--- config.mk ---
export PLATFORM = sky130hd
export DESIGN_NAME = trle_queue
export DESIGN_NICKNAME = d
export VERILOG_FILES = /design/src/hw/rtl/trle_pkg.sv /design/src/hw/rtl/trle_queue.sv
export SDC_FILE = /design/constraint.sdc
export NUM_CORES = 1
export LEC_CHECK = 0
export BUFFER_PORTS_ARGS = -buffer_cell sky130_fd_sc_hd__buf_2
export CORE_AREA = 4 4 120 122
export DETAILED_ROUTE_END_ITERATION = 7
export DIE_AREA = 0 0 124 126
export PLACE_DENSITY = 0.7
export SETUP_SLACK_MARGIN = 0.2
export SYNTH_ARGS = -nofsm -noshare
export SYNTH_HDL_FRONTEND = slang
export SYNTH_SLANG_ARGS = --single-unit
--- constraint.sdc ---
create_clock -name clk -period 2.5 [get_ports clk]
set_input_delay 0.375 -clock clk [delete_from_list [all_inputs] [get_ports clk]]
set_output_delay 0.375 -clock clk [all_outputs]
set_load 0.02 [all_outputs]
--- src/hw/rtl/trle_pkg.sv ---
package trle_pkg;

  // run counter width and default run limit
  localparam int RUN_W       = 8;
  localparam int MAX_RUN_DEF = 255;

  // literal store: two banks of 2**RUN_W pixels
  localparam int STORE_AW = RUN_W + 1;

  // word index inside one job: header, up to 2**RUN_W - 1 literals, second header
  localparam int IDX_W = RUN_W + 1;

  // depth of the job queue between front and back
  localparam int QUEUE_DEPTH = 4;

  // words per output beat
  localparam int BEAT_WORDS = 4;

  typedef struct packed {
    logic [15:0] pixel;
    logic        last_pixel;
  } pixel_item_t;

  typedef struct packed {
    logic [15:0] word0;
    logic [15:0] word1;
    logic [15:0] word2;
    logic [15:0] word3;
    logic [2:0]  word_count;
    logic        last_beat;
  } word_beat_t;

  // one emitted segment, optionally followed by a header-only segment
  typedef struct packed {
    logic [15:0]      hdr_a;
    logic [RUN_W-1:0] lit_cnt;
    logic             bank;
    logic             has_b;
    logic [15:0]      hdr_b;
  } seg_job_t;

  // literal store write from the front
  typedef struct packed {
    logic                en;
    logic [STORE_AW-1:0] addr;
    logic [15:0]         data;
  } store_wr_t;

  // bank handed back once all its literals are read
  typedef struct packed {
    logic en;
    logic bank;
  } bank_rel_t;

  function automatic logic [15:0] seg_header(input logic [RUN_W-1:0] trans_cnt,
                                             input logic [RUN_W-1:0] lit_cnt);
    seg_header = {trans_cnt, lit_cnt};
  endfunction

endpackage

--- src/hw/rtl/trle_queue.sv ---
module trle_queue import trle_pkg::*; (
  input  logic     clk,
  input  logic     rst,
  input  logic     push,
  input  seg_job_t push_data,
  output logic     full,
  input  logic     pop,
  output seg_job_t pop_data,
  output logic     empty
);

  localparam int PtrW = $clog2(QUEUE_DEPTH);
  localparam int CntW = $clog2(QUEUE_DEPTH + 1);

  seg_job_t        slots [QUEUE_DEPTH];
  logic [PtrW-1:0] wr_ptr;
  logic [PtrW-1:0] rd_ptr;
  logic [CntW-1:0] count;
  logic            do_push;
  logic            do_pop;

  assign full     = (count == CntW'(QUEUE_DEPTH));
  assign empty    = (count == '0);
  assign do_push  = push && !full;
  assign do_pop   = pop && !empty;
  assign pop_data = slots[rd_ptr];

  // pointers and fill level
  always_ff @(posedge clk) begin
    if (rst) begin
      wr_ptr <= '0;
      rd_ptr <= '0;
      count  <= '0;
    end else begin
      if (do_push) begin
        wr_ptr <= (wr_ptr == PtrW'(QUEUE_DEPTH - 1)) ? '0 : wr_ptr + PtrW'(1);
      end
      if (do_pop) begin
        rd_ptr <= (rd_ptr == PtrW'(QUEUE_DEPTH - 1)) ? '0 : rd_ptr + PtrW'(1);
      end
      if (do_push && !do_pop) begin
        count <= count + CntW'(1);
      end else if (do_pop && !do_push) begin
        count <= count - CntW'(1);
      end
    end
  end

  // entry storage
  always_ff @(posedge clk) begin
    if (do_push) begin
      slots[wr_ptr] <= push_data;
    end
  end

endmodule

Word level (Yosys, flattened, before mapping):

Memories as Yosys holds them, arrays and structs flattened. A register that Yosys moved wholly into a read port is not among the register bits.
Cells that the tools add are included.

* equality and inequality tests: 3
* $add $sub $neg: 4
* multiplexer cells: 8
* reductions and logical operators: 10

Operators by type and width (number)
* 2-bit two-way mux: 4
* 3-bit two-way mux: 2
* 2-bit by 1-bit adder with 2-bit output (second input constant): 2
* 2-bit == test (second input constant): 2
* 1-bit logical AND: 4
* 1-bit logical NOT: 4
* 3-bit by 1-bit adder with 3-bit output (second input constant): 1
* 3-bit == test (second input constant): 1
* 3-bit logical NOT: 1
* 3-bit by 1-bit subtractor with 3-bit output (second input constant): 1
* 1-bit two-way mux: 2
* 2-bit nonzero test: 1

* memories kept: 1
* word-level logic and storage cells: 29
* register bits after elaboration: 7
* output and inout bits: 44
* memory bits (writable): 168

Memory list
* slots: depth 4, bits a word 42, rd ports 1, clocked after memory_dff 1, write ports 1, RTL line trle_queue.sv:15 `seg_job_t slots [QUEUE_DEPTH];`

Logic depth before layout (Yosys ltp):

Gate-level depths: netlist of run 1.

* word-level depth: 7
* gate-level depth with buffers: 10
* mapped depth without buffers: 9

Worst setup path before layout of run 1:

OpenSTA, ideal clock, no wires.

* kind: flip-flop to flip-flop
* from: register count[0]
* to: register count[2]
* buffers on the path: 1
* required time: 2.430 ns
* path slack: 0.287 ns
* arrival time: 2.143 ns
* cell stages (with the launch flop): 11
* path through: dfxtp_1 > or3b_1 > buf_6 > clkinv_4 > nor2_2 > ha_1 > inv_1 > fa_1 > xor2_1 > or3_2 > a21oi_1

* cells in the longest elaborated chain, start to end: 6

Ends and longest elaborated chain
* start: declaration: RTL line trle_queue.sv:18 `logic [CntW-1:0] count;`
* start signal: assignment: RTL line trle_queue.sv:42 `count <= count + CntW'(1);`
* start signal: assignment: RTL line trle_queue.sv:44 `count <= count - CntW'(1);`
* 3-bit == test *: RTL line trle_queue.sv:22 `assign full = (count == CntW'(QUEUE_DEPTH));`
* via full: RTL line trle_queue.sv:6 `output logic full,`
* 1-bit logical NOT *: RTL line trle_queue.sv:24 `assign do_push = push && !full;`
* 1-bit logical AND *: RTL line trle_queue.sv:24
* via do_push: RTL line trle_queue.sv:19 `logic do_push;`
* 1-bit logical NOT: RTL line trle_queue.sv:43 `end else if (do_pop && !do_push) begin`
* 1-bit logical AND: RTL line trle_queue.sv:43
* 2-bit nonzero test (no source line)

Mark *: on every way through the listed nets, which the timed path passes. The rest lies on a longest branch. The select of a mux whose other input is x is not followed.
A chain may end at the register's enable or synchronous reset.

Final worst setup path of run 1:

* from: register count[2]
* to: register count[2]

* cells in the longest elaborated chain, start to end: 6

Ends and longest elaborated chain (RTL line)
* 3-bit == test *: trle_queue.sv:22
* 1-bit logical NOT *: trle_queue.sv:24
* 1-bit logical AND *: trle_queue.sv:24
* via do_push: trle_queue.sv:19
* 1-bit logical NOT: trle_queue.sv:43
* 1-bit logical AND: trle_queue.sv:43
* 2-bit nonzero test (no source line)

Marks and branches as above.

==> results.sh, run 1 <==
export IMPL_max_freq_mhz=447
export IMPL_start_kind="register"
export IMPL_seqPwrFrac_pct=43.8
export IMPL_power_share_clock_pct=33.2
export IMPL_crit_required_ns=2.85
export IMPL_layout_drive_gt1_share_pct=47.5
export IMPL_die_area_um2=15600
export IMPL_slew_headroom_pct=61.6
export IMPL_outcome="finished clean"
export IMPL_maxCapViolations=0
export IMPL_report_final_hold_viol_count=0
export IMPL_slowest_delay_ns=0.42
export IMPL_p_per_area_nw_per_um2=1060
export IMPL_cts_reportedPaths_clkPinSlew_ns=0.07
export IMPL_synthCells=270
export IMPL_p_sw_w=0.00225
export IMPL_htreeDepth=4
export IMPL_worst_path_buf_inv=2
export IMPL_critPathTopFamily="simple AND/OR/NAND/NOR gates"
export IMPL_grt_max_degree=43
export IMPL_grt_overflow_total=0
export IMPL_drcViolationCount=0
export IMPL_worstMarginPinSlew_ns=0.576
export IMPL_grt_pass1_vias=3162
export IMPL_avgViaCountPerCell=5.33
export IMPL_comb_power_share_pct=23.0
export IMPL_syn_num_nets=323
export IMPL_p_int_w=0.00622
export IMPL_slew_violations=0
export IMPL_fill_cells=964
export IMPL_grt_pass1_wl_um=17200
export IMPL_syn_to_final_growth_pct=21.8
export IMPL_synth_seq_cells=177
export IMPL_hold_path_class="input pin to register"
export IMPL_period_share_pct=89.6
export IMPL_synth_area_per_cell_um2=24.2
export IMPL_fin_skew_ns=0.0147
export IMPL_cts_hold_buffers=0
export IMPL_final_setup_tns_ns=0
export IMPL_antenna_found_initial=1
export IMPL_final_core_util_pct=60.4
export IMPL_ant_nets=0
export IMPL_synth_seq_area_share_pct=79.9
export IMPL_final_cell_mix="edfxtp_1 (168), buf_2 (89), mux4_2 (42)"
export IMPL_die_x_um=124
export IMPL_slowest_stage="or3_2"
export IMPL_period_minus_slack_ns=2.24
export IMPL_critical_path_max_fanout=5
export IMPL_worstPathArrival_ns=2.59
export IMPL_drt_total_wl_um=11500
export IMPL_die_y_um=126
export IMPL_rows=42
export IMPL_endpoint_kind="register"
export IMPL_ir_drop_mv=0.560
export IMPL_io_pins=90
export IMPL_drtPass1Iterations=4
export IMPL_layout_nets=427
export IMPL_tritoncts="yes"
export IMPL_ctsLongestPathBuffers=2
export IMPL_cts_sinks=177
export IMPL_track_usage_pct=15.4
export IMPL_portBuffers=89
export IMPL_drt_first_iter_violations=232
export IMPL_setup_viol=0
export IMPL_synth_area_um2=6540
export IMPL_rsz0062_at_grt="false"
export IMPL_cts_made_buffers=17
export IMPL_root_buffer="clkbuf_16"
export IMPL_final_common_cell="edfxtp_1"
export IMPL_power_switching_share_pct=26.5
export IMPL_synth_cell_types=26
export IMPL_ys_warn_count=0
export IMPL_antenna_cells=0
export IMPL_critPathKind="register to register"
export IMPL_path_cells="or3b_4, clkinv_4, nor2_4, ha_2, inv_1, fa_1, xor2_1, or3_2, a21oi_1"
export IMPL_vias=3001
export IMPL_place_hpwl_um=6580
export IMPL_power_leakage_nw=2.71
export IMPL_gp_congestion=0.701
export IMPL_insertion_delay_ns=0.42
export IMPL_core_um2=13200
export IMPL_start_util_pct=49.6
export IMPL_wl_per_cell_um=20.5
==> cell type report <==
cell class                 instances  area (µm²)  area share (%)
clock buffer                      19         433            5.43
clock inverter                    13         210            2.64
inverter                           5        23.8           0.298
multi-input combinational         76        1240            15.6
sequential                       177        5230            65.7
tap                              176         220            2.76
timing repair buffer              97         606            7.60
==> power by group through the flow <==
stage / registers [W] / logic (W) / clock network, W
CTS: 0.00369 / 0.00194 / 0.00286
global placement: 0.00373 / 0.00188 / 0
detailed placement: 0.00375 / 0.00192 / 0
finish: 0.00370 / 0.00195 / 0.00281
floorplan: 0.00371 / 0.00133 / 0
global route: 0.00373 / 0.00210 / 0.00299
==> cell usage after synthesis <==
cell type | number | area (µm²)
clkinv_4 | 1 | 8.76
ha_1 | 6 | 75.1
or3b_1 | 1 | 8.76
or3_1 | 1 | 6.26
o21ai_0 | 1 | 5.00
nor2_1 | 3 | 11.3
fa_1 | 1 | 20.0
nand3_1 | 2 | 10.0
edfxtp_1 | 168 | 5040
mux4_2 | 42 | 946
nor2_2 | 1 | 6.26
dfxtp_1 | 9 | 180
and3_2 | 4 | 30.0
buf_6 | 1 | 11.3
mux2i_1 | 2 | 20.0
nor3_1 | 2 | 10.0
o31ai_2 | 2 | 25.0
a21oi_1 | 3 | 15.0
buf_2 | 2 | 10.0
inv_1 | 4 | 15.0
clkbuf_1 | 5 | 18.8
buf_4 | 4 | 30.0
nand2_1 | 1 | 3.75
or3_2 | 1 | 7.51
o21ai_1 | 1 | 5.00
xor2_1 | 2 | 17.5
==> metrics by stage <==
stage | worst slack [ns] | hold WS, ns | std cells | total power, W | area, µm²
2_1_floorplan | 0.287 | 0.463 | 270 | 0.00504 | 6540
3_3_place_gp | 0.206 | 0.471 | 529 | 0.00561 | 7260
3_5_place_dp | 0.0540 | 0.496 | 529 | 0.00567 | 7260
4_1_cts | 0.218 | 0.148 | 562 | 0.00849 | 7920
5_1_grt | 0.198 | 0.147 | 563 | 0.00882 | 7970
6_report | 0.261 | 0.166 | 563 | 0.00846 | 7970
==> sequential cells by signal, indices dropped and copies added (netlist names), named ones only <==
name	flops
slots	168
rd_ptr	2
count	3
wr_ptr	2
==> kinds of logic after synthesis <==
kind of cell / Yosys count / share of synthesized area [%]
AO/OA/AOI/OAI: 7 / 0.765
XOR/XNOR: 2 / 0.268
adder cells (fa/ha/maj): 7 / 1.45
buffers and inverters: 17 / 1.43
flip-flops: 177 / 79.9
multiplexers: 44 / 14.8
AND/OR/NAND/NOR: 16 / 1.43
==> worst paths after layout <==
check        cells after the start  slack, ns                      to              startpoint
min                              1       0.17  slots[1][26]$_DFFE_PP_           push_data[26]
max reg2reg                      9       0.26   count[2]$_SDFFE_PP0P_   count[2]$_SDFFE_PP0P_
min reg2reg                      2       0.52                register  rd_ptr[0]$_SDFFE_PP0P_
max                              9       0.26   count[2]$_SDFFE_PP0P_   count[2]$_SDFFE_PP0P_
==> metal layers <==
metal	wire length, µm	global-route usage, %	vias up
met5	12	0	-
met4	117	5.41	2
met3	720	5.47	11
met2	5840	24.9	78
met1	4830	19.5	1560
li1	-	-	1350
==> worst reg2reg max path, cell delays in order (launching register included) <==
cell and delay [ns]:
dfxtp_2 0.35, or3b_4 0.27, clkinv_4 0.07, nor2_4 0.11
ha_2 0.20, inv_1 0.05, fa_1 0.37, xor2_1 0.19
or3_2 0.42, a21oi_1 0.14
==> repair_timing <==
action,4_1_cts,5_1_grt
setup endpoints to repair,1,32
setup buffers,1,0
gates cloned,0,1
gates resized for setup,3,5
Note: power is estimated with default switching activity, not from simulation.
==> inputs of run 2 (changes only) <==
==> constraint.sdc (replaced) <==
create_clock -name clk -period 2.5 [get_ports clk]
set_input_delay 0.625 -clock clk [delete_from_list [all_inputs] [get_ports clk]]
set_output_delay 0.625 -clock clk [all_outputs]
set_load 0.02 [all_outputs]
==> run 2 against run 1 <==
Net effect:
- via count is 1.4% higher
- cell count is 1.1% higher
- sequential power hardly changed
- sequential share of layout area hardly changed
- die area stayed put
- critical endpoint is now pop_data[4]
- combinational power is 3% higher
- critical path type is now register to output pin
- worst setup slack worse by 0.14 ns
- global-route usage hardly changed
- worst hold slack better by 0.25 ns
==> results.sh, run 2 (synthesis results as in run 1) <==
export IMPL_root_buffer="clkbuf_16"
export IMPL_final_common_cell="edfxtp_1"
export IMPL_dpl_worst_slack_ns=0.0599
export IMPL_largest_register_ffs=168
export IMPL_tritoncts="yes"
export IMPL_slew_headroom_pct=77.4
export IMPL_seqPwrFrac_pct=44.8
export IMPL_die_y_um=126
export IMPL_dr_wl_met3_um=848
export IMPL_wl_per_cell_um=19.6
export IMPL_rows=42
export IMPL_grt_pass1_vias=3279
export IMPL_p_per_area_nw_per_um2=1040
export IMPL_final_core_util_pct=60.4
export IMPL_place_hpwl_um=6580
export IMPL_fin_area_um2=7970
export IMPL_worstPathArrival_ns=1.75
export IMPL_hold_path_class="input pin to register"
export IMPL_core_um2=13200
export IMPL_final_setup_tns_ns=0
export IMPL_die_area_um2=15600
export IMPL_drt_total_wl_um=11200
export IMPL_cts_reportedPaths_clkPinSlew_ns=0.06
export IMPL_multi_input_area_um2=1250
export IMPL_layout_setup_ws_ns=0.123
export IMPL_period_minus_slack_ns=2.38
export IMPL_final_cell_mix="edfxtp_1 (168), buf_2 (83), mux4_2 (42)"
export IMPL_critical_path_max_fanout=13
export IMPL_ctsLongestPathBuffers=2
export IMPL_start_util_pct=49.6
export IMPL_cts_sinks=177
export IMPL_power_share_clock_pct=30.9
export IMPL_routedLengthMet1_um=4660
export IMPL_syn_to_final_growth_pct=21.8
export IMPL_power_leakage_nw=2.71
export IMPL_grt_pass1_wl_um=17500
export IMPL_power_switching_share_pct=26.8
export IMPL_layout_drive_gt1_share_pct=47.8
export IMPL_final_seq_area_um2=5230
export IMPL_period_share_pct=95.1
export IMPL_drt_first_iter_violations=176
export IMPL_p_sw_w=0.00222
export IMPL_rsz0062_at_grt="true"
export IMPL_critPathKind="register to output pin"
export IMPL_vias=3043
export IMPL_reg_top3="slots (168), count (3)"
export IMPL_antenna_found_initial=2
export IMPL_avgViaCountPerCell=5.35
export IMPL_finalPower_w=0.00829
export IMPL_worstMarginPinSlew_ns=0.339
export IMPL_antenna_cells=0
export IMPL_die_x_um=124
export IMPL_report_final_hold_viol_count=0
export IMPL_drcViolationCount=0
export IMPL_crit_required_ns=1.88
export IMPL_fin_skew_ns=0.00709
export IMPL_max_freq_mhz=421
export IMPL_portBuffers=89
export IMPL_gp_congestion=0.709
export IMPL_drtPass1Iterations=6
export IMPL_fill_cells=967
export IMPL_ir_drop_mv=0.543
export IMPL_maxCapViolations=0
export IMPL_insertion_delay_ns=0.42
export IMPL_htreeDepth=4
export IMPL_top_register="slots"
export IMPL_endpoint_kind="output pin"
export IMPL_ant_nets=0
export IMPL_top_layer="met5"
export IMPL_start_kind="register"
export IMPL_comb_power_share_pct=24.3
export IMPL_grt_max_degree=43
export IMPL_place_area_um2=7280
export IMPL_setup_viol=0
export IMPL_wl_met2_um=5490
export IMPL_outcome="finished clean"
export IMPL_io_pins=90
export IMPL_track_usage_pct=15.4
export IMPL_layout_nets=433
export IMPL_cts_made_buffers=17
export IMPL_p_int_w=0.00607
export IMPL_grt_overflow_total=0
export IMPL_slew_violations=0
## run 2: power groups by stage
stage / registers [W] / logic, W / clock network [W]
final: 0.00371 / 0.00201 / 0.00256
after global placement: 0.00377 / 0.00187 / 0
after detailed placement: 0.00379 / 0.00189 / 0
after floorplan: 0.00371 / 0.00133 / 0
after CTS: 0.00371 / 0.00202 / 0.00262
after global routing: 0.00374 / 0.00217 / 0.00276
## run 2: path summary, 6_finish.rpt
check        depth (start not counted)  slack (ns)                     end                   start
max reg2reg                          9        0.30   count[2]$_SDFFE_PP0P_   count[2]$_SDFFE_PP0P_
min                                  1        0.42  slots[2][29]$_DFFE_PP_           push_data[29]
max                                  3        0.12             pop_data[4]                register
min reg2reg                          2        0.52                register  rd_ptr[0]$_SDFFE_PP0P_
## run 2: critical path, cell delays in order (launching register included)
cell and delay (ns):
dfxtp_4 0.42, buf_12 0.19, mux4_2 0.54, buf_2 0.18
## run 2: layout make-up
class | instances | area share [%]
clock buffers | 19 | 5.43
clock inverters | 13 | 1.81
inverters | 5 | 0.298
multi-input cells | 76 | 15.7
flip-flops and latches | 177 | 65.7
well taps | 176 | 2.76
repair buffers | 103 | 8.37
## run 2: per-layer routing
layer,GRT usage (%),up-vias
met2,23.8,93
met3,6.05,17
met5,0,-
li1,-,1351
met4,5.73,4
met1,20.0,1578
## run 2: through the flow
step | instances | hold WS (ns)
2_1_floorplan | 270 | 0.463
5_1_grt | 569 | 0.403
6_report | 569 | 0.419
4_1_cts | 567 | 0.394
3_5_place_dp | 533 | 0.506
3_3_place_gp | 533 | 0.462
## run 2: repair_timing
| item | 4_1_cts | 5_1_grt |
|---|---|---|
| gates resized for setup | 15 | 7 |
| hold buffers | 0 | 0 |
| setup endpoints to repair | 43 | 43 |
| setup buffers | 2 | 2 |
==> inputs of run 3 (changes only) <==
CORE_AREA = 4 4 145 112   (was 4 4 120 122)
CTS_CLUSTER_DIAMETER = 100   (was unset)
DIE_AREA = 0 0 149 116   (was 0 0 124 126)
PLACE_DENSITY = unset   (was 0.7)
==> run 3 against run 2 <==
Net effect:
- first-iteration DRC count is 36% higher
- sequential power hardly changed
- clock power hardly changed
- critical endpoint is now pop_data[22]
==> results.sh, run 3 (synthesis results as in run 1) <==
export IMPL_outcome="finished clean"
export IMPL_tritoncts="yes"
export IMPL_cp_depth=4
export IMPL_drt_first_iter_violations=239
export IMPL_p_int_w=0.00639
export IMPL_cts_sinks=177
export IMPL_antenna_found_initial=0
export IMPL_endpoint_kind="output pin"
export IMPL_period_share_pct=95.4
export IMPL_grt_pass1_wl_um=18200
export IMPL_ant_nets=0
export IMPL_avgViaCountPerCell=5.07
export IMPL_comb_power_share_pct=27.9
export IMPL_slew_violations=0
export IMPL_cpMostUsedCell="buf_12"
export IMPL_die_y_um=116
export IMPL_top_register="slots"
export IMPL_holdPathStages=1
export IMPL_worst_path_buf_inv=3
export IMPL_reg2reg_from="count[2]$_SDFFE_PP0P_"
export IMPL_finalPower_w=0.00870
export IMPL_path_cells="buf_12, buf_12, mux4_2, buf_6"
export IMPL_slowest_stage="mux4_2"
export IMPL_power_leakage_nw=2.82
export IMPL_worstPathArrival_ns=1.76
export IMPL_worstMarginPinSlew_ns=0.662
export IMPL_vias=3042
export IMPL_crit_required_ns=1.88
export IMPL_track_usage_pct=14.5
export IMPL_drcViolationCount=0
export IMPL_largest_register_ffs=168
export IMPL_ctsLongestPathBuffers=2
export IMPL_power_switching_share_pct=26.5
export IMPL_fin_skew_ns=0.00539
export IMPL_start_util_pct=43.8
export IMPL_layout_drive_gt1_share_pct=48.6
export IMPL_hold_path_class="input pin to register"
export IMPL_cts_reportedPaths_clkPinSlew_ns=0.06
export IMPL_drtPass1Iterations=4
export IMPL_antenna_cells=0
export IMPL_drt_total_wl_um=11700
export IMPL_seqPwrFrac_pct=42.6
export IMPL_hp_start="push_data[10]"
export IMPL_p_sw_w=0.00230
export IMPL_place_hpwl_um=6890
export IMPL_die_x_um=149
export IMPL_core_um2=14900
export IMPL_power_share_clock_pct=29.6
export IMPL_reg_top3="slots (168), count (3)"
export IMPL_critPathTopFamily="multiplexers"
export IMPL_insertion_delay_ns=0.41
export IMPL_layout_nets=437
export IMPL_io_pins=90
export IMPL_slowest_delay_ns=0.53
export IMPL_setup_viol=0
export IMPL_maxCapViolations=0
export IMPL_die_area_um2=17300
export IMPL_rr_worst_depth=9
export IMPL_htreeDepth=4
export IMPL_final_common_cell="edfxtp_1"
export IMPL_syn_to_final_growth_pct=26.2
export IMPL_final_setup_tns_ns=0
export IMPL_root_buffer="clkbuf_16"
export IMPL_ir_drop_mv=0.632
export IMPL_max_freq_mhz=419
export IMPL_grt_pass1_vias=3259
export IMPL_cts_made_buffers=17
export IMPL_slew_headroom_pct=55.9
export IMPL_rsz0062_at_grt="true"
export IMPL_final_cell_mix="edfxtp_1 (168), buf_2 (59), mux4_2 (42)"
export IMPL_grt_overflow_total=0
export IMPL_start_kind="register"
export IMPL_cts_hold_buffers=0
export IMPL_p_per_area_nw_per_um2=1050
export IMPL_grt_max_degree=43
export IMPL_critical_path_max_fanout=5
export IMPL_wl_per_cell_um=19.6
export IMPL_period_minus_slack_ns=2.39
export IMPL_portBuffers=89
export IMPL_rows=39
export IMPL_gp_congestion=0.718
export IMPL_critPathKind="register to output pin"
export IMPL_report_final_hold_viol_count=0
## run 3: changes by cell type in the layout (fill, tap and decap cells not counted), moves of 2 or more
cell        change
buf_2          -24
clkinv_4        +2
clkinv_1        -4
clkinvlp_4      -3
buf_6          +25
buf_16          +4
## run 3: worst paths after layout
check / end / slack (ns)
worst max-delay path: pop_data[22] / 0.11
worst min-delay path: slots[1][10]$_DFFE_PP_ / 0.42
worst max register to register: count[2]$_SDFFE_PP0P_ / 0.31
worst min register to register: register / 0.50
## run 3: power by group through the flow
stage          clock network, W  registers (W)  logic [W]
2_1_floorplan                 0        0.00371    0.00133
3_5_place_dp                  0        0.00379    0.00191
6_report                0.00257        0.00371    0.00242
3_3_place_gp                  0        0.00377    0.00189
5_1_grt                 0.00278        0.00373    0.00259
4_1_cts                 0.00264        0.00370    0.00241
## run 3: routing by layer
layer / vias up / global-route usage, % / part of all wire [%]
met5: - / 0 / 0
met4: 0 / 5.49 / 1.4
met3: 16 / 5.24 / 6.9
met2: 87 / 23.5 / 49
met1: 1567 / 18.1 / 43
li1: 1372 / - / -
## run 3: per-stage QoR
stage / setup WS (ns) / util, % / cells / hold WS, ns / cell area [µm²]
after CTS: 0.0822 / 54.8 / 599 / 0.399 / 8190
final: 0.115 / 55.3 / 600 / 0.418 / 8250
after global routing: 0.0495 / 55.3 / 600 / 0.399 / 8250
after global placement: 0.140 / 48.8 / 560 / 0.476 / 7290
after floorplan: 0.287 / - / 270 / 0.463 / 6540
after detailed placement: 0.0801 / 48.8 / 560 / 0.496 / 7290
## run 3: final cells by class
cell class	instances	area (µm²)
Tap cell	205	256
Timing Repair Buffer	107	918
Sequential cell	177	5240
Clock buffer	20	437
Clock inverter	10	138
Multi-Input combinational cell	76	1240
Fill cell	1148	6680
Inverter	5	23.8
## run 3: timing repair
item,CTS,global route
cloned,4,0
resized for setup,58,17
pin swaps,0,0
setup buffers,5,1
setup endpoints to repair,40,43
