File: src/hw/rtl/trle_pkg.sv
package trle_pkg;

  // run counter width and default run limit
  localparam int RUN_W       = 8;
  localparam int MAX_RUN_DEF = 255;

  // literal store: two banks of 2**RUN_W pixels
  localparam int STORE_AW = RUN_W + 1;

  // word index inside one job: header, up to 2**RUN_W - 1 literals, second header
  localparam int IDX_W = RUN_W + 1;

  // depth of the job queue between front and back
  localparam int QUEUE_DEPTH = 4;

  // words per output beat
  localparam int BEAT_WORDS = 4;

  typedef struct packed {
    logic [15:0] pixel;
    logic        last_pixel;
  } pixel_item_t;

  typedef struct packed {
    logic [15:0] word0;
    logic [15:0] word1;
    logic [15:0] word2;
    logic [15:0] word3;
    logic [2:0]  word_count;
    logic        last_beat;
  } word_beat_t;

  // one emitted segment, optionally followed by a header-only segment
  typedef struct packed {
    logic [15:0]      hdr_a;
    logic [RUN_W-1:0] lit_cnt;
    logic             bank;
    logic             has_b;
    logic [15:0]      hdr_b;
  } seg_job_t;

  // literal store write from the front
  typedef struct packed {
    logic                en;
    logic [STORE_AW-1:0] addr;
    logic [15:0]         data;
  } store_wr_t;

  // bank handed back once all its literals are read
  typedef struct packed {
    logic en;
    logic bank;
  } bank_rel_t;

  function automatic logic [15:0] seg_header(input logic [RUN_W-1:0] trans_cnt,
                                             input logic [RUN_W-1:0] lit_cnt);
    seg_header = {trans_cnt, lit_cnt};
  endfunction

endpackage

File: src/hw/rtl/trle_front.sv
module trle_front import trle_pkg::*; #(
  parameter int MAX_RUN = MAX_RUN_DEF
) (
  input  logic        clk,
  input  logic        rst,
  input  logic        cfg_we,
  input  logic [15:0] cfg_data,
  input  logic        push,
  input  pixel_item_t pixel_item,
  output logic        full,
  input  logic        q_full,
  output logic        job_push,
  output seg_job_t    job,
  output store_wr_t   store_wr,
  input  bank_rel_t   rel
);

  localparam logic [RUN_W:0] MaxRun = (RUN_W + 1)'(MAX_RUN);

  logic [15:0]      key_color;
  logic             lit_phase;
  logic [RUN_W-1:0] trun;
  logic [RUN_W-1:0] lrun;
  logic             cur_bank;
  logic [1:0]       busy;
  logic [1:0]       busy_next;

  logic             lit_phase_next;
  logic [RUN_W-1:0] trun_next;
  logic [RUN_W-1:0] lrun_next;
  logic [RUN_W:0]   lrun_inc;
  logic             is_key;
  logic             accept;
  logic             emit_a;
  logic [15:0]      hdr_a;
  logic [RUN_W-1:0] cnt_a;
  logic             has_b;
  logic [15:0]      hdr_b;
  logic             wr_en;
  logic [RUN_W-1:0] wr_addr;

  // hold off while the queue is full or the open bank is still being read
  assign full   = q_full || busy[cur_bank];
  assign accept = push && !full;
  assign is_key = (pixel_item.pixel == key_color);

  // classify the pixel and decide which segments close
  always_comb begin
    lit_phase_next = lit_phase;
    trun_next      = trun;
    lrun_next      = lrun;
    lrun_inc       = {1'b0, lrun} + (RUN_W + 1)'(1);
    emit_a         = 1'b0;
    hdr_a          = '0;
    cnt_a          = '0;
    has_b          = 1'b0;
    hdr_b          = '0;
    wr_en          = 1'b0;
    wr_addr        = lrun;

    if (!lit_phase) begin
      if (is_key) begin
        if ({1'b0, trun} < MaxRun) begin
          trun_next = trun + RUN_W'(1);
        end else begin
          emit_a    = 1'b1;
          hdr_a     = seg_header(trun, '0);
          trun_next = RUN_W'(1);
        end
      end else begin
        wr_en          = 1'b1;
        wr_addr        = '0;
        lit_phase_next = 1'b1;
        lrun_next      = RUN_W'(1);
        if (MaxRun <= (RUN_W + 1)'(1)) begin
          emit_a         = 1'b1;
          hdr_a          = seg_header(trun, RUN_W'(1));
          cnt_a          = RUN_W'(1);
          lit_phase_next = 1'b0;
          trun_next      = '0;
          lrun_next      = '0;
        end
      end
    end else begin
      if (is_key) begin
        emit_a         = 1'b1;
        hdr_a          = seg_header(trun, lrun);
        cnt_a          = lrun;
        lit_phase_next = 1'b0;
        trun_next      = RUN_W'(1);
        lrun_next      = '0;
      end else begin
        wr_en     = 1'b1;
        lrun_next = lrun_inc[RUN_W-1:0];
        if (lrun_inc >= MaxRun) begin
          emit_a         = 1'b1;
          hdr_a          = seg_header(trun, lrun_inc[RUN_W-1:0]);
          cnt_a          = lrun_inc[RUN_W-1:0];
          lit_phase_next = 1'b0;
          trun_next      = '0;
          lrun_next      = '0;
        end
      end
    end

    // final pixel flushes whatever segment is still open
    if (pixel_item.last_pixel &&
        (trun_next != '0 || lrun_next != '0 || lit_phase_next)) begin
      if (emit_a) begin
        has_b = 1'b1;
        hdr_b = seg_header(trun_next, lrun_next);
      end else begin
        emit_a = 1'b1;
        hdr_a  = seg_header(trun_next, lrun_next);
        cnt_a  = lrun_next;
      end
      lit_phase_next = 1'b0;
      trun_next      = '0;
      lrun_next      = '0;
    end
  end

  assign job_push      = accept && emit_a;
  assign job.hdr_a     = hdr_a;
  assign job.lit_cnt   = cnt_a;
  assign job.bank      = cur_bank;
  assign job.has_b     = has_b;
  assign job.hdr_b     = hdr_b;
  assign store_wr.en   = accept && wr_en;
  assign store_wr.addr = {cur_bank, wr_addr};
  assign store_wr.data = pixel_item.pixel;

  // bank ownership: set when a segment with literals is queued, cleared by the back
  always_comb begin
    busy_next = busy;
    if (rel.en) begin
      busy_next[rel.bank] = 1'b0;
    end
    if (job_push && cnt_a != '0) begin
      busy_next[cur_bank] = 1'b1;
    end
  end

  // key register and run state
  always_ff @(posedge clk) begin
    if (rst) begin
      key_color <= '0;
      lit_phase <= 1'b0;
      trun      <= '0;
      lrun      <= '0;
      cur_bank  <= 1'b0;
      busy      <= '0;
    end else begin
      if (cfg_we) begin
        key_color <= cfg_data;
      end
      if (accept) begin
        lit_phase <= lit_phase_next;
        trun      <= trun_next;
        lrun      <= lrun_next;
      end
      if (job_push && cnt_a != '0) begin
        cur_bank <= ~cur_bank;
      end
      busy <= busy_next;
    end
  end

endmodule

File: config.mk
export PLATFORM = sky130hd
export DESIGN_NAME = trle_front
export DESIGN_NICKNAME = d
export VERILOG_FILES = /design/src/hw/rtl/trle_pkg.sv /design/src/hw/rtl/trle_front.sv
export SDC_FILE = /design/constraint.sdc
export NUM_CORES = 1
export LEC_CHECK = 0
export BUFFER_PORTS_ARGS = -buffer_cell sky130_fd_sc_hd__buf_2
export CORE_UTILIZATION = 51
export DETAILED_ROUTE_END_ITERATION = 10
export PLACE_DENSITY = 0.81
export SYNTH_ARGS = -nofsm -noshare
export SYNTH_HDL_FRONTEND = slang
export SYNTH_SLANG_ARGS = --single-unit
File: constraint.sdc
create_clock -name clk -period 5.3 [get_ports clk]
set_clock_uncertainty 0.05 [all_clocks]
set_input_delay 1.06 -clock clk [delete_from_list [all_inputs] [get_ports clk]]
set_output_delay 1.06 -clock clk [all_outputs]
set_load 0.02 [all_outputs]
# Yosys cells after proc, flatten, opt, wreduce, memory -nomap -nowiden
# Cells that the tools add are included.
# W data, S select, Z words.
# word_totals
reg_bits,36
elab_cells,81
# classes
eq_ne,1
n_reduce_logical,14
n_bitwise,4
add_sub_neg,2
mux,48
order_cmp,6
# op_table
cell,n
$mux W16,9
$mux W8,18
$reduce_bool A8 Y1,3
$mux W1,17
$eq A16 B16 Y1,1
$add A8 B1 Y9 const B,1
$ge A9 B8 Y1 const B,1
$add A8 B1 Y8 const B,1
$lt A8 B8 Y1 const B,1
$logic_and A1 B1 Y1,7
$lt A1 B2 Y1 const B,2
$mux W2,2
$logic_or A1 B1 Y1,3
$and A2 B2 Y2,1
$demux W1 S1,2
$ge A1 B1 Y1 const B,2
$not A2 Y2,1
$or A2 B2 Y2,1
$logic_not A1 Y1,1
$not A1 Y1,1

# Longest topological paths before layout
# Gate-level depths: netlist (run 1).
# logic_depth
depth_word,13
depth_mapped,15
ltp_nobuf,11

# Worst setup path before layout (run 1)
# No wires, ideal clock.
# synth_timing
kind,input -> output
start,input port pixel_item[3] (netlist name)
end,output port job[30] (netlist name)
cell_stages,12
n_path_buf,3
path_slack_ns,0.611
arrival_ns,3.579
t_required_ns,4.190
cell_sequence,xnor2_1 nand4_1 or4_1 buf_2 o21ai_1 a21oi_1 or4b_4 o21ai_2 buf_6 o211ai_1 o21ai_1 buf_4
# synth_lines
element,line_no,source
from (decl),trle_front.sv:9,"input pixel_item_t pixel_item,"
to (decl),trle_front.sv:13,"output seg_job_t job,"

==> impl_metrics.tcl, run 1 <==
set metrics [dict create \
    grt_antenna_before_repair 0 \
    ff2ff_path_depth 11 \
    dr.pass1.iters 5 \
    tns_ps 0 \
    synthesis.area_sq_um 3160 \
    cap_violations 0 \
    top_layer "met4" \
    clockRootBuffer "clkbuf_8" \
    crit_path_end "job[33]" \
    ys_seq_area_share_pct 22.8 \
    wl_met3_mm 1.06 \
    routed_wl_mm 9.17 \
    endpoint_kind "output pin" \
    setup_viol 0 \
    power_leakage_nw 1.59 \
    dr_wl_met2_mm 4.10 \
    grt_pass1_wl_mm 14.9 \
    cts_max_level 2 \
    place.gp.congestion 0.967 \
    hold_depth 2 \
    critPathTopFamily "simple AND/OR/NAND/NOR gates" \
    die_x_um 80.7 \
    synth_area_leaders "dfxtp_1 (23%), buf_4 (8.1%), nor2_1 (7.8%)" \
    status "finished clean" \
    cp_num_buf_inv 2 \
    slew_headroom_pct 51.5 \
    power_w 0.000612 \
    hold_path.class "reg2reg" \
    final_common_cell "buf_2" \
    power_density_nw_per_um2 171 \
    finalCriticalPeriod_ps 5000 \
    ant_nets 0 \
    grt_max_degree 37 \
    clock_latency_ps 290 \
    arrival_ps 3890 \
    cts_made_buffers 5 \
    cts.clk_slew.worst_paths_ps 70 \
    wl_per_cell_um 16.0 \
    reg2reg_to "cur_bank" \
    tightest_slew_ps 724 \
    max_stage_delay_ps 710 \
    synthCells 442 \
    timing_worst_setup_path_type "in2out" \
    grt_pass1_vias 3183 \
    fmax_mhz 200 \
    clock-sinks 36 \
    num-nets-final 540 \
    die_area_sq_um 6520 \
    cp.depth 11 \
    coreArea_sq_um 5960 \
    ios 110 \
    slew_viol_final 0 \
    vias 3488 \
    start_util_pct 53.1 \
    synth_area_per_cell_sq_um 7.15 \
    cp_common_cell "buf_2" \
    crit_required_ps 4190 \
    synth_async_sr_flop_share_pct 0 \
    drc 0 \
    dp.final_hpwl_mm 6.74 \
    critPathLaunch "pixel_item[3]" \
    mostFrequentLayoutCells "buf_2 (103), nor2_1 (66), nand2_1 (37), dfxtp_1 (36), a21oi_1 (22)" \
    cts_buffer_depth 2 \
    path_max_fanout 11 \
    synth_top_area_share_pct 22.8 \
    grt-ovfl-total 0 \
    drive_above_1_share_pct 26.4 \
    hold_violations 0 \
    cts_setup_buffers 0 \
    fp.dieH_um 80.7 \
    startpoint_type "input pin" \
    synth_largest_area_cell "dfxtp_1" \
    num_rows 28 \
    ir_drop_v 0.000222 \
    r2r-start "lrun[1]" \
    ys.warnings.count 0 \
    reg2reg_slack_ps 1730 \
    finalCritPeriodShare_pct 94.3 \
    areaGrowthSynthToFinish_pct 13.1 \
    drt-initial-drc-count 502 \
    cts_tree "built" \
    synth_edf_count 0 \
    ys_seq_elements 36 \
    antenna_cells 0 \
    ys.flop_type "dfxtp_1" \
    io_buffers 103 \
    critPathSlowestCell "or4_1" \
    crit_chain "buf_2 -> xnor2_1 -> nand4_1 -> or4_1 -> o21ai_1 -> a21oi_1 -> or4b_4 -> o21ai_4 -> nand2_1 -> a31o_1 -> buf_2" \
    synth.distinct_cells 65 \
    drt-met1-wl_mm 3.72 \
    rsz0062_at_grt "false" \
    vias_per_cell 6.10 \
    grt_usage_pct 29.6 \
]
-- sequential cells by signal, summed over array words and instances (netlist names) --
signal / cells
busy: 2
cur_bank: 1
key_color: 16
lit_phase: 1
lrun: 8
trun: 8
-- worst reg2reg max path: cells and delay by family, from the launching register on --
kind            cells  cell delay [ps]
flops               1              590
buf+inv             1              220
simple gates        2              170
xor+xnor            1              220
compound gates      6             1790
fa+ha+maj           1              390
-- final cells by class --
type	count	area [sq um]
Clock buffer	7	96.3
Timing Repair Buffer	112	596
Fill cell	553	2380
Tap cell	75	93.8
Inverter	10	37.5
Multi-Input combinational cell	332	2030
Sequential cell	36	721
-- how the worst min path moves through the flow --
| stage | from | to | slack (ps) |
|---|---|---|---|
| floorplan | busy[1] | busy[1] | 390 |
| global placement | busy[1] | busy[1] | 400 |
| detailed placement | busy[1] | busy[1] | 410 |
| CTS | busy[1] | busy[1] | 430 |
| global route | busy[1] | busy[1] | 430 |
| finish | busy[1] | busy[1] | 430 |
-- cells by family after synthesis --
family / count (synthesis) / share of synthesized area [%]
AO/OA/AOI/OAI: 104 / 22.3
XOR/XNOR: 25 / 6.93
adder cells (fa/ha/maj): 3 / 1.19
buffers and inverters: 79 / 14.1
flip-flops: 36 / 22.8
multiplexers: 19 / 6.06
other: 1 / 0.119
AND/OR/NAND/NOR: 175 / 26.4
-- per-layer routing --
layer  up-vias  global-route usage, %
li1       1627                      -
met1      1580                   36.7
met2       250                   49.2
met3        31                   6.36
met4         0                   12.7
met5         -                      0
-- timing repair --
action	CTS	global route
hold buffers	0	0
gates resized for setup	0	2
setup endpoints to repair	0	11
-- report_power, final --
group,leakage [nW],switching [W],internal [W],total [W]
Clock,0.0503,0.0000961,0.000116,0.000212
Sequential,0.294,0.00000741,0.000279,0.000287
Combinational,1.25,0.0000693,0.0000439,0.000113
Total,1.59,0.000173,0.000439,0.000612
-- synthesized netlist by cell type (2+ instances only) --
master / count
nor2_1: 66
nand2_1: 37
dfxtp_1: 36
buf_4: 34
a21oi_1: 22
clkbuf_1: 21
xnor2_1: 21
mux2i_1: 18
o21ai_0: 17
nand3_1: 14
nand4_1: 13
a22oi_1: 12
buf_2: 12
nor3_1: 10
nor2b_1: 8
and2_1: 7
inv_1: 7
o21ai_1: 6
a21o_1: 5
a22o_1: 5
a31oi_1: 4
xor2_1: 4
a32oi_1: 3
and3_1: 3
ha_1: 3
nor4_1: 3
o211ai_1: 3
o21ai_2: 3
o22ai_1: 3
a211oi_1: 2
inv_2: 2
nor4b_1: 2
o31ai_1: 2
or2_1: 2
or4_1: 2
-- metrics by stage --
stage / setup WS, ps / instances / hold slack [ps] / util [%] / cell area (sq um)
after floorplan: 611 / 447 / 387 / - / 3180
after global placement: 295 / 565 / 402 / 58.2 / 3470
after detailed placement: 211 / 565 / 413 / 58.2 / 3470
after CTS: 208 / 572 / 426 / 59.9 / 3560
after global routing: 96.2 / 572 / 433 / 60.0 / 3570
final: 304 / 572 / 430 / 60.0 / 3570
Note: power is estimated with default switching activity, not from simulation.
==> run 2, diff against run 1 <==
CORE_UTILIZATION = 52   (was 51)
CTS_BUF_LIST = sky130_fd_sc_hd__clkbuf_8   (was unset)
PLACE_DENSITY = 0.83   (was 0.81)
TNS_END_PERCENT = 100   (was unset)
==> run 2 against run 1 <==
Wire length grew 2.4%. Hold slack worse by 10 ps. Maximum frequency is 2.9% lower. Setup slack lost 150 ps. Highest routed layer unchanged. Largest cell class unchanged.
==> impl_metrics.tcl, run 2 (synthesis results as in run 1) <==
set metrics [dict create \
    status "finished clean" \
    grt-ovfl-total 0 \
    num-nets-final 540 \
    power_leakage_nw 1.60 \
    arrival_ps 4030 \
    hold_depth 2 \
    drive_above_1_share_pct 26.3 \
    dr.pass1.iters 6 \
    tightest_slew_ps 898 \
    endpoint_kind "output pin" \
    areaGrowthSynthToFinish_pct 13.5 \
    start_util_pct 53.7 \
    cap_violations 0 \
    clock-sinks 36 \
    hold_violations 0 \
    vias 3500 \
    grt_pass1_vias 3017 \
    cts_made_buffers 5 \
    finalCriticalPeriod_ps 5140 \
    cts.clk_slew.worst_paths_ps 70 \
    max_stage_delay_ps 630 \
    ir_drop_v 0.000171 \
    finalCritPeriodShare_pct 97.0 \
    die_x_um 80.0 \
    vias_per_cell 6.11 \
    grt_antenna_before_repair 0 \
    die_area_sq_um 6390 \
    mostFrequentLayoutCells "buf_2 (103), nor2_1 (66), nand2_1 (37), dfxtp_1 (36), a21oi_1 (22)" \
    ios 110 \
    hold_path.class "reg2reg" \
    drt-initial-drc-count 430 \
    ff2ff_path_depth 12 \
    coreArea_sq_um 5890 \
    largestRegisters "key_color (16), lrun (8), trun (8)" \
    power_density_nw_per_um2 181 \
    antenna_cells 0 \
    place.gp.congestion 0.966 \
    fp.dieH_um 80.0 \
    slew_headroom_pct 40.0 \
    routed_wl_mm 9.40 \
    top_register "key_color" \
    dp.final_hpwl_mm 6.85 \
    wl_per_cell_um 16.4 \
    hold_buffers 0 \
    fmax_mhz 194 \
    drc 0 \
    clockRootBuffer "clkbuf_8" \
    clock_latency_ps 290 \
    startpoint_type "input pin" \
    largest_reg_flops 16 \
    rsz0062_at_grt "false" \
    path_max_fanout 13 \
    timing_worst_setup_path_type "in2out" \
    cts_max_level 2 \
    setup_viol 0 \
    final_common_cell "buf_2" \
    cts_buffer_depth 2 \
    fin_hold_ws_ps 419 \
    crit_required_ps 4190 \
    placed_cell_area_sq_um 3470 \
    tns_ps 0 \
    num_rows 28 \
    cts_tree "built" \
    critPathSlowestCell "or4_1" \
    ant_nets 0 \
    grt_usage_pct 29.1 \
    grt_pass1_wl_mm 14.7 \
    crit_chain "buf_2 -> xnor2_1 -> nand4_1 -> or4_1 -> buf_4 -> o21a_1 -> o31ai_1 -> nand4_1 -> o21ai_2 -> or2_1 -> nor2b_1 -> buf_2" \
    slew_viol_final 0 \
    io_buffers 103 \
    grt_max_degree 37 \
    final_area_sq_um 3590 \
]
## run 2: cell types whose count changed in the layout (fill, tap and decap cells not counted), sizes merged
cell / before / now
bufinv: 0 / 1
clkbuf: 7 / 5
clkinv: 1 / 2
clkinvlp: 0 / 1
## run 2: repair_timing
item                       CTS  global route
resized for setup            0             1
setup buffers                0             0
setup endpoints to repair    0             2
## run 2: stage by stage
step	setup WS (ps)	power (W)	util [%]	instances
after detailed placement	175	0.000406	58.9	565
after global routing	24.3	0.000672	60.9	573
after floorplan	611	0.000381	-	447
after CTS	175	0.000650	60.8	573
after global placement	292	0.000403	58.9	565
final	158	0.000651	60.9	573
## run 2: path summary, 6_finish.rpt
kind                                startpoint  endpoint  slack [ps]
worst max register to register         lrun[0]  cur_bank        1790
worst min-delay path                   busy[1]   busy[1]         420
worst max-delay path            pixel_item[15]    job[9]         160
worst min register to register         busy[1]   busy[1]         420
## run 2: cell type report
type	instances	area [sq um]
inverters	10	37.5
flip-flops and latches	36	721
clock inverters	3	42.5
fillers	556	2300
repair buffers	112	596
multi-input cells	332	2030
clock buffers	5	68.8
well taps	75	93.8
## run 2: critical path: cells and delay by family
kind,cells,cell delay (ps)
AO/OA/AOI/OAI,3,720
XOR/XNOR,1,140
buffers and inverters,3,520
AND/OR/NAND/NOR,5,1590
## run 2: layer usage
layer | share of wire [%] | up-vias | track usage, %
met5 | 0 | - | 0
met4 | 2.4 | 0 | 11.3
met3 | 9.1 | 22 | 5.14
met2 | 47 | 226 | 48.2
met1 | 42 | 1621 | 37.4
li1 | - | 1631 | -
## run 2: power by group
part | internal, W | total (W) | leakage, nW | switching, W
sequential | 0.000279 | 0.000287 | 0.294 | 0.00000789
clock | 0.000139 | 0.000250 | 0.0541 | 0.000111
combinational | 0.0000438 | 0.000113 | 1.25 | 0.0000696
total | 0.000463 | 0.000651 | 1.60 | 0.000188
==> run 3, diff against run 2 <==
PLACE_DENSITY = 0.79   (was 0.83)
RECOVER_POWER = 50   (was unset)
clock period = 5.6 ns   (was 5.3 ns; I/O delays follow)
==> run 3 against run 2 <==
Combinational power decreased by 7%. Critical endpoint unchanged. Cell count unchanged. Critical path depth increased by 1. Clock power decreased by 19%. Via count decreased by 2.0%. Non-clock buffer count increased by 1. Total power decreased by 11%. Hold slack improved by 2.7 ps. First-iteration DRC count increased by 4.9%.
==> impl_metrics.tcl, run 3 (synthesis results as in run 1) <==
set metrics [dict create \
    status "finished clean" \
    vias_per_cell 5.99 \
    final_common_cell "buf_2" \
    switchingPower_w 0.000166 \
    grt_pass1_wl_mm 14.7 \
    clock_latency_ps 290 \
    routed_wl_mm 9.29 \
    cts.clk_slew.worst_paths_ps 70 \
    fp.dieH_um 80.0 \
    hp-start "busy[1]" \
    tns_ps 0 \
    slew_headroom_pct 24.6 \
    p_comb_share_pct 18.1 \
    largest_reg_flops 16 \
    num-nets-final 541 \
    grt-ovfl-total 0 \
    slew_viol_final 0 \
    hold_violations 0 \
    coreArea_sq_um 5890 \
    setup_viol 0 \
    reg2reg_slack_ps 1670 \
    fmax_mhz 186 \
    rsz0062_at_grt "false" \
    io_buffers 103 \
    wl_per_cell_um 16.2 \
    cts_made_buffers 5 \
    cts_buffer_depth 2 \
    hold_buffers 0 \
    pwr-share-clk_pct 34.9 \
    mostFrequentLayoutCells "buf_2 (83), nor2_1 (66), nand2_1 (37), dfxtp_1 (36)" \
    ff2ff_path_depth 12 \
    dr.pass1.iters 5 \
    vias 3431 \
    reg2reg_to "cur_bank" \
    power_leakage_nw 1.52 \
    internal-power_w 0.000414 \
    power_density_nw_per_um2 165 \
    crit_chain "buf_2 -> xnor2_1 -> nand4_1 -> nor4_1 -> buf_12 -> a21oi_1 -> clkbuf_1 -> a22oi_1 -> nand4_1 -> o21ai_2 -> or2_1 -> nor2b_1 -> buf_2" \
    hold_depth 2 \
    r2r-start "lrun[0]" \
    ant_nets 0 \
    grt_usage_pct 29.2 \
    final_core_util_pct 59.9 \
    critPathSlowestCell "nor4_1" \
    drt-initial-drc-count 451 \
    antenna_cells 0 \
    seqPwrFrac_pct 47.0 \
    cts_setup_buffers 0 \
    setup_slack_ps 235 \
    die_area_sq_um 6390 \
    cp_num_buf_inv 4 \
    ios 110 \
    crit_required_ps 4430 \
    ir_drop_v 0.000157 \
    dpl_worst_slack_ps 241 \
    largestRegisters "key_color (16), lrun (8), trun (8)" \
    drc 0 \
    cap_violations 0 \
    tightest_slew_ps 1130 \
    drive_above_1_share_pct 21.7 \
    multiInputGateArea_sq_um 2010 \
    dp.final_hpwl_mm 6.75 \
    place.gp.congestion 0.965 \
    timing_worst_setup_path_type "in2out" \
    hold_path.class "reg2reg" \
    arrival_ps 4190 \
    critPathTopFamily "simple AND/OR/NAND/NOR gates" \
    grt_max_degree 37 \
    top_register "key_color" \
    seq_area_sq_um 721 \
    areaGrowthSynthToFinish_pct 11.5 \
    nFillCells 556 \
    grt_pass1_vias 3004 \
    endpoint_kind "output pin" \
    clockRootBuffer "clkbuf_8" \
    cp.depth 13 \
    finalCritPeriodShare_pct 95.8 \
    max_stage_delay_ps 500 \
    clock-sinks 36 \
    grt_antenna_before_repair 0 \
    start_util_pct 53.7 \
    cts_max_level 2 \
    path_max_fanout 32 \
    ctsResizeCount 0 \
    holdPathEnd "busy[1]" \
    cts_tree "built" \
    finalCriticalPeriod_ps 5360 \
    switching_share_pct 28.6 \
    num_rows 28 \
    die_x_um 80.0 \
    startpoint_type "input pin" \
]
==> run 3: routing by layer <==
layer  track usage, %  wire length, um  vias up
li1                 -                -     1625
met1             38.1             3900     1547
met2             47.9             4180      218
met3             5.83              912       41
met4             9.11              299        0
met5                0                0        -
==> run 3: worst max-delay path by stage <==
stage | start | to | slack [ps]
after global placement | pixel_item[16] | job[9] | 280
after floorplan | pixel_item[3] | job[30] | 790
after global routing | pixel_item[3] | job[9] | 20
final | pixel_item[3] | job[9] | 240
after detailed placement | pixel_item[3] | job[9] | 240
after CTS | pixel_item[3] | job[9] | 210
==> run 3: final cells by class <==
class / instances / area share [%]
Timing Repair Buffer: 113 / 16.2
Clock buffer: 7 / 2.73
Inverter: 10 / 1.06
Tap cell: 75 / 2.66
Sequential cell: 36 / 20.4
Multi-Input combinational cell: 332 / 56.9
==> run 3: worst register-to-register path, stage by stage, from the launching register on <==
cell,delay [ps]
dfxtp_1,640
inv_1,210
ha_1,390
nor2_1,50
o2111ai_1,230
o21bai_1,170
a21oi_1,250
clkbuf_1,630
or2_0,390
nand4_1,140
o41a_1,380
a31oi_1,190
nor3b_1,70
==> run 3: power by group through the flow <==
stage / Sequential (W) / Combinational (W) / Clock (W)
finish: 0.000273 / 0.000105 / 0.000203
global route: 0.000273 / 0.000114 / 0.000216
CTS: 0.000272 / 0.000107 / 0.000207
detailed placement: 0.000278 / 0.000107 / 0
global placement: 0.000278 / 0.000105 / 0
floorplan: 0.000275 / 0.0000852 / 0
==> run 3: per-stage QoR <==
step	cells	hold WS, ps	instance area, sq um	total power (W)
2_1_floorplan	447	387	3180	0.000360
3_3_place_gp	566	395	3480	0.000382
3_5_place_dp	566	408	3480	0.000384
4_1_cts	573	421	3570	0.000586
5_1_grt	573	435	3520	0.000603
6_report	573	422	3520	0.000580
